**src/hw/rtl/mpr_pkg.sv**
```systemverilog
// shared types and constants for the mouse picking ray block
`timescale 1ns / 1ps
`default_nettype none
package mpr_pkg;

   localparam int COORD_BITS = 12;
   localparam int NDC_W = 29;
   localparam int EYE_W = 36;
   localparam int PROD_W = 52;
   localparam int ACC_W = 56;
   localparam int MAG_W = 55;
   localparam int DVD_W = 45;
   localparam int DVS_W = 31;
   localparam int QUO_W = 27;
   localparam logic [4:0] DIV_LONG_STEPS = 5'd27;
   localparam logic [4:0] DIV_SHORT_STEPS = 5'd15;
   localparam int VIEW_DEPTH = 9;

   typedef enum logic [3:0] {
      CSR_WIDTH   = 4'd0,
      CSR_HEIGHT  = 4'd1,
      CSR_PROJ_XX = 4'd2,
      CSR_PROJ_XY = 4'd3,
      CSR_PROJ_XO = 4'd4,
      CSR_PROJ_YX = 4'd5,
      CSR_PROJ_YY = 4'd6,
      CSR_PROJ_YO = 4'd7
   } csr_index_type;

   typedef struct packed {
      logic                    mode;
      logic [COORD_BITS-1:0]   mouse_x;
      logic [COORD_BITS-1:0]   mouse_y;
      logic [3:0]              entry_index;
      logic signed [15:0]      entry_value;
   } req_type;

   typedef struct packed {
      logic signed [15:0] ray_x;
      logic signed [15:0] ray_y;
      logic signed [15:0] ray_z;
      logic               zero_length;
   } rsp_type;

   typedef struct packed {
      logic                  is_pick;
      logic                  load_ok;
      logic [3:0]            idx;
      logic signed [15:0]    value;
      logic [COORD_BITS-1:0] mouse_x;
      logic [COORD_BITS-1:0] mouse_y;
   } item_type;

   typedef struct packed {
      logic [12:0]        width;
      logic [12:0]        height;
      logic signed [15:0] proj_xx;
      logic signed [15:0] proj_xy;
      logic signed [15:0] proj_xo;
      logic signed [15:0] proj_yx;
      logic signed [15:0] proj_yy;
      logic signed [15:0] proj_yo;
   } cfg_type;

   typedef struct packed {
      logic             start;
      logic             long_op;
      logic [DVD_W-1:0] dividend;
      logic [DVS_W-1:0] divisor;
   } div_req_type;

endpackage
`default_nettype wire

```
**src/hw/rtl/mpr_front.sv**
```systemverilog
// front end: accepts items, classifies them and queues them for the back end
`timescale 1ns / 1ps
`default_nettype none
module mpr_front import mpr_pkg::*; (
   input  wire logic     clock,
   input  wire logic     reset,
   input  wire logic     push,
   output logic          full,
   input  wire req_type  req_data,
   output logic          item_valid,
   output item_type      item,
   input  wire logic     item_pop
);

   item_type   slot_ff [2];
   logic       wr_ptr_ff, wr_ptr_in;
   logic       rd_ptr_ff, rd_ptr_in;
   logic [1:0] count_ff, count_in;
   logic       do_push, do_pop;
   item_type   cls;

   always_comb begin
      cls.is_pick = req_data.mode;
      cls.load_ok = (req_data.entry_index < 4'(VIEW_DEPTH));
      cls.idx     = req_data.entry_index;
      cls.value   = req_data.entry_value;
      cls.mouse_x = req_data.mouse_x;
      cls.mouse_y = req_data.mouse_y;
   end

   assign full       = (count_ff == 2'd2);
   assign item_valid = (count_ff != 2'd0);
   assign item       = slot_ff[rd_ptr_ff];
   assign do_push    = push && !full;
   assign do_pop     = item_pop && item_valid;

   always_comb begin
      wr_ptr_in = do_push ? !wr_ptr_ff : wr_ptr_ff;
      rd_ptr_in = do_pop ? !rd_ptr_ff : rd_ptr_ff;
      count_in  = count_ff + 2'(do_push) - 2'(do_pop);
   end

   always_ff @(posedge clock) begin
      if (reset) begin
         wr_ptr_ff <= 1'b0;
         rd_ptr_ff <= 1'b0;
         count_ff  <= 2'd0;
      end else begin
         wr_ptr_ff <= wr_ptr_in;
         rd_ptr_ff <= rd_ptr_in;
         count_ff  <= count_in;
      end
   end

   always_ff @(posedge clock) begin
      if (do_push) begin
         slot_ff[wr_ptr_ff] <= cls;
      end
   end

endmodule
`default_nettype wire

```
**config.mk**
```make
export PLATFORM = sky130hd
export DESIGN_NAME = mpr_front
export DESIGN_NICKNAME = d
export VERILOG_FILES = /design/src/hw/rtl/mpr_pkg.sv /design/src/hw/rtl/mpr_front.sv
export SDC_FILE = /design/constraint.sdc
export NUM_CORES = 1
export LEC_CHECK = 0
export BUFFER_PORTS_ARGS = -buffer_cell sky130_fd_sc_hd__buf_2
export CAP_MARGIN = 20
export CELL_PAD_IN_SITES_DETAIL_PLACEMENT = 0
export CELL_PAD_IN_SITES_GLOBAL_PLACEMENT = 1
export CORE_ASPECT_RATIO = 0.5
export CORE_MARGIN = 4
export CORE_UTILIZATION = 43
export DETAILED_ROUTE_END_ITERATION = 8
export PLACE_DENSITY = 0.86
export SYNTH_ARGS = -nofsm -noshare
export SYNTH_HDL_FRONTEND = slang
export SYNTH_SLANG_ARGS = --single-unit
export TNS_END_PERCENT = 100
```
**constraint.sdc**
```tcl
create_clock -name clock -period 2.9 [get_ports clock]
set_input_delay 0.87 -clock clock [delete_from_list [all_inputs] [get_ports clock]]
set_output_delay 0.87 -clock clock [all_outputs]
set_load 0.005 [all_outputs]
```
# ---- Word level (Yosys, flattened, before mapping)
# Memories as Yosys holds them, arrays and structs flattened. A register that Yosys moved wholly into a read port is not among the register bits.
# Cells that the tools add are included.
dict set report word_totals {
  n_memories 1
  regBits 4
  ramBits 92
}
# memory depth width rd rd_clocked_by_memory_dff wr line
set memory_table {}
lappend memory_table {slot_ff 2 46 1 1 1 mpr_front.sv:15} ;# item_type slot_ff [2];
dict set report op_classes {
  order_cmp 1
  n_reduce_logical 6
  addsub 2
  eq_ne 1
  muxes 4
}
# operator n
set op_table {}
lappend op_table {{< comparator 4 bit, second input constant} 1}
lappend op_table {{2-to-1 mux 1 bit} 4}
lappend op_table {{logical NOT 1 bit} 3}
lappend op_table {{adder 2 x 1 -> 2 bit} 1}
lappend op_table {{equality test 2 bit, second input constant} 1}
lappend op_table {{logical AND 1 bit} 2}
lappend op_table {{nonzero test 2 bit} 1}
lappend op_table {{subtractor 2 x 1 -> 2 bit} 1}

# ---- Logic depth before layout (Yosys ltp)
dict set report logic_depth {
  word_depth 5
  ltp_mapped 8
  ltp_nobuf 8
}

# ---- Worst setup path after synthesis
# No wires, ideal clock.
dict set report synth_path {
  path_type {input -> register}
  from {in push}
  to {mem slot_ff[0][0] (netlist name) (enable)}
  required_time_ns 2.500
  arrival_ns 2.169
  stages 3
  path_slack_ns 0.331
  setup_ns 0.400
  path_cell_list {inv_1 > or3_1 > inv_1}
}
dict set report synth_via {
  elab_chain_cells 3
}
# item line
set synth_rtl {}
lappend synth_rtl {{start: declaration} mpr_front.sv:7} ;# input wire logic push,
lappend synth_rtl {{logical AND 1 bit} mpr_front.sv:34} ;# assign do_push = push && !full;
lappend synth_rtl {{2-to-1 mux 1 bit} mpr_front.sv:56} ;# if (do_push) begin
lappend synth_rtl {{2-to-1 mux 1 bit (implied by the code)} mpr_front.sv:57} ;# slot_ff[wr_ptr_ff] <= cls;
lappend synth_rtl {{end: declaration} mpr_front.sv:15}
# Every way passes these cells.

==> flow_results.xml <==
<?xml version="1.0" encoding="UTF-8"?>
<metrics>
  <group name="clock_network">
    <metric name="cts_sinks" unit="">97</metric>
    <metric name="cts_post_setup_buffers_inserted" unit="">0</metric>
    <metric name="cts_inserted_buffers" unit="">9</metric>
    <metric name="max-clock-path-buffers" unit="">2</metric>
    <metric name="clk_pin_slew_worst_paths" unit="ns">0.06</metric>
    <metric name="post_cts_resize_count" unit="">0</metric>
    <metric name="cts.root.buffer_cell" unit="">sky130_fd_sc_hd__clkbuf_16</metric>
    <metric name="cts_tree" unit="">yes</metric>
    <metric name="cts_hold_buffers" unit="">0</metric>
    <metric name="clk_latency_worst_skew_pair" unit="ns">0.33</metric>
    <metric name="clock_tree.htree_level_count" unit="">3</metric>
  </group>
  <group name="power">
    <metric name="power.sequential.fraction" unit="%">47.3</metric>
    <metric name="p_leak" unit="nW">1.72</metric>
    <metric name="power_density" unit="nW/um2">884</metric>
    <metric name="internal_dissipation" unit="mW">3.03</metric>
    <metric name="share_clk_of_total_power" unit="%">30.2</metric>
    <metric name="fin_total_pwr" unit="mW">3.98</metric>
    <metric name="netSwitchingPower" unit="mW">0.956</metric>
    <metric name="worst_ir_drop_vdd" unit="mV">0.507</metric>
    <metric name="power_frac_comb" unit="%">22.5</metric>
    <metric name="swShare" unit="%">24.0</metric>
  </group>
  <group name="setup_path">
    <metric name="slowest_stage" unit="">sky130_fd_sc_hd__dfxtp_2</metric>
    <metric name="critPathKind" unit="">flop to output port</metric>
    <metric name="critPathCaptureType" unit="">output port</metric>
    <metric name="path_cells" unit="">buf_4, mux2_2, buf_2</metric>
    <metric name="r2r.worst_path.cells" unit="">3</metric>
    <metric name="crit_arrival" unit="ns">1.76</metric>
    <metric name="rrSetupSlack" unit="ns">1.22</metric>
    <metric name="crit_required" unit="ns">2.03</metric>
    <metric name="cpPeakStageDelay" unit="ns">0.61</metric>
    <metric name="critical_path_peak_fanout" unit="">19</metric>
    <metric name="start_kind" unit="">flop</metric>
  </group>
  <group name="cells_and_area">
    <metric name="postLayoutCellArea" unit="um2">4510</metric>
    <metric name="final_nets" unit="">329</metric>
    <metric name="n_fill_cell" unit="">648</metric>
    <metric name="antenna_cells" unit="">0</metric>
    <metric name="drive_gt1_share" unit="%">59.0</metric>
    <metric name="utilization" unit="%">55.9</metric>
    <metric name="areaGrowthSynthToFinish" unit="%">26.1</metric>
    <metric name="layoutNonFillerInstCount" unit="">395</metric>
  </group>
  <group name="synth">
    <metric name="post-synth-top-count-cell" unit="">sky130_fd_sc_hd__edfxtp_1</metric>
    <metric name="ys_seq_area_share" unit="%">80.1</metric>
    <metric name="syn-num-nets" unit="">222</metric>
    <metric name="yosys_warnings" unit="">0</metric>
    <metric name="syn-instance-count" unit="">171</metric>
    <metric name="postSynthRegisterBits" unit="">97</metric>
    <metric name="synth.cell_area" unit="um2">3570</metric>
    <metric name="postSynth.topFlopCell" unit="">sky130_fd_sc_hd__edfxtp_1</metric>
    <metric name="fraction_of_post_synthesis_cell_area_in_the_top_cell_type_by_area" unit="%">77.3</metric>
    <metric name="postSynth.asyncResetShare" unit="%">0</metric>
    <metric name="syn_avg_cell_area" unit="um2">20.9</metric>
    <metric name="synth_edf_count" unit="">92</metric>
    <metric name="synth.top_cells.by_count" unit="">92 x sky130_fd_sc_hd__edfxtp_1, 46 x sky130_fd_sc_hd__mux2_2, 5 x sky130_fd_sc_hd__dfxtp_1</metric>
    <metric name="synth_area_leader_cell" unit="">sky130_fd_sc_hd__edfxtp_1</metric>
    <metric name="post_synth_main_area_contributors" unit="">sky130_fd_sc_hd__edfxtp_1 77%, sky130_fd_sc_hd__mux2_2 14%, sky130_fd_sc_hd__dfxtp_1 2.8%</metric>
    <metric name="synthDistinctLibCells" unit="">23</metric>
  </group>
  <group name="floorplan">
    <metric name="fp-row-count" unit="">23</metric>
    <metric name="coreArea" unit="um2">8060</metric>
    <metric name="start_util" unit="%">44.4</metric>
    <metric name="dieHeight" unit="um">72.5</metric>
    <metric name="die_area" unit="um2">9920</metric>
    <metric name="pin_count" unit="">97</metric>
    <metric name="chipWidth" unit="um">137</metric>
  </group>
  <group name="route">
    <metric name="drtPass1Iterations" unit="">4</metric>
    <metric name="detailroute.via_count" unit="">1843</metric>
    <metric name="detail-route-antenna-nets" unit="">0</metric>
    <metric name="remaining_drc_errors" unit="">0</metric>
    <metric name="routed_via_density" unit="">4.67</metric>
    <metric name="finalWirelength" unit="um">6160</metric>
    <metric name="drt_iter0_markers" unit="">121</metric>
    <metric name="wl_per_cell" unit="um">15.6</metric>
  </group>
  <group name="timing">
    <metric name="maxSlewHeadroom" unit="%">69.5</metric>
    <metric name="slew_violations" unit="">0</metric>
    <metric name="clock-skew-final" unit="ns">0.00282</metric>
    <metric name="timing_worst_slew_pin_value" unit="ns">0.457</metric>
    <metric name="setup_ws_final" unit="ns">0.274</metric>
    <metric name="finalHoldWorstSlack" unit="ns">0.501</metric>
    <metric name="achievable-frequency" unit="MHz">381</metric>
    <metric name="finalSetupViolCount" unit="">0</metric>
    <metric name="min_period_over_period" unit="%">90.6</metric>
    <metric name="grt_setup_unrepaired" unit="">false</metric>
    <metric name="finalHoldViolations" unit="">0</metric>
    <metric name="fin_tns_setup" unit="ns">0</metric>
    <metric name="layout_min_cycle_time" unit="ns">2.63</metric>
  </group>
  <group name="grt">
    <metric name="first_global_vias" unit="">1967</metric>
    <metric name="gr-total-overflow" unit="">0</metric>
    <metric name="globalRouteTotalUtil" unit="%">13.0</metric>
    <metric name="maximum_number_of_pins_on_one_net_before_global_route_repair" unit="">47</metric>
    <metric name="number_of_antenna_violations_at_the_first_check_in_global_routing" unit="">0</metric>
    <metric name="grt_first_pass_wirelength" unit="um">9650</metric>
  </group>
  <group name="status">
    <metric name="run_status" unit="">complete, no violations</metric>
  </group>
  <group name="placement">
    <metric name="detailedPlace.worstSlack" unit="ns">0.590</metric>
    <metric name="numPlacedInstances" unit="">379</metric>
    <metric name="place_area" unit="um2">4200</metric>
    <metric name="buffer_ports.inserted" unit="">96</metric>
    <metric name="gp_congestion" unit="">0.748</metric>
    <metric name="post_dp_hpwl" unit="um">4460</metric>
  </group>
  <group name="flow_run">
    <metric name="maxCapViolCount" unit="">0</metric>
  </group>
  <group name="hold_path">
    <metric name="worst_hold_path.num_cells" unit="">2</metric>
    <metric name="worst_hold_path_type" unit="">flop to flop</metric>
  </group>
</metrics>
[sequential cells by signal (all words and copies together) (netlist names), named ones only]
name       count
slot_ff       92
count_ff       2
rd_ptr_ff      1
wr_ptr_ff      1
[critical path: cells and delay by family, from the launching register on]
kind                   cells  cell delay, ns
muxes                      1            0.36
buffers and inverters      2            0.45
DFF                        1            0.61
[area by class of cell]
type,count,area (um2),share of cell area [%]
timing repair buffer,101,531,11.8
sequential,97,2860,63.5
multi-input combinational,65,647,14.3
inverter,4,15.0,0.333
tap,112,140,3.11
clock inverter,6,82.6,1.83
clock buffer,10,229,5.08
[layer usage]
layer	up-vias	share of wire, %	track usage (%)
met3	9	3.9	4.64
met5	-	0	0
met1	919	35	12.5
met4	0	1.6	4.76
met2	34	60	25.7
li1	881	-	-
[power groups by stage]
stage	Clock [mW]	Combinational (mW)	Sequential (mW)
2_1_floorplan	0	0.597	1.86
3_5_place_dp	0	0.920	1.92
6_report	1.20	0.897	1.88
5_1_grt	1.30	0.988	1.91
4_1_cts	1.24	0.923	1.89
3_3_place_gp	0	0.896	1.90
[cells by family (layout without fill, tap and decap cells)]
family / count (synthesis) / after routing / share of synthesized area [%]
DFF: 97 / 97 / 80.1
xor gates and xnor gates: 2 / 2 / 0.490
AOI/OAI and AO/OA: 4 / 4 / 0.700
buffers and inverters: 9 / 121 / 1.82
muxes: 46 / 46 / 14.5
adders and majority gates: 2 / 2 / 0.700
and+or+nand+nor: 11 / 11 / 1.72
[placed cells by master (no fill, tap or decap), drive strengths merged, types with 2 or more instances in the layout]
master	count
nor2	3
edfxtp	92
dfxtp	5
clkbuf	10
bufinv	2
buf	101
ha	2
inv	4
clkinv	4
mux2	46
[path summary, 6_finish.rpt]
kind | end | from
max | item[33] | flop
min reg2reg | wr_ptr_ff | wr_ptr_ff
min | wr_ptr_ff | wr_ptr_ff
max reg2reg | slot_ff[1][11] | count_ff[0]
No activity file was read; power rests on OpenSTA's default activity.
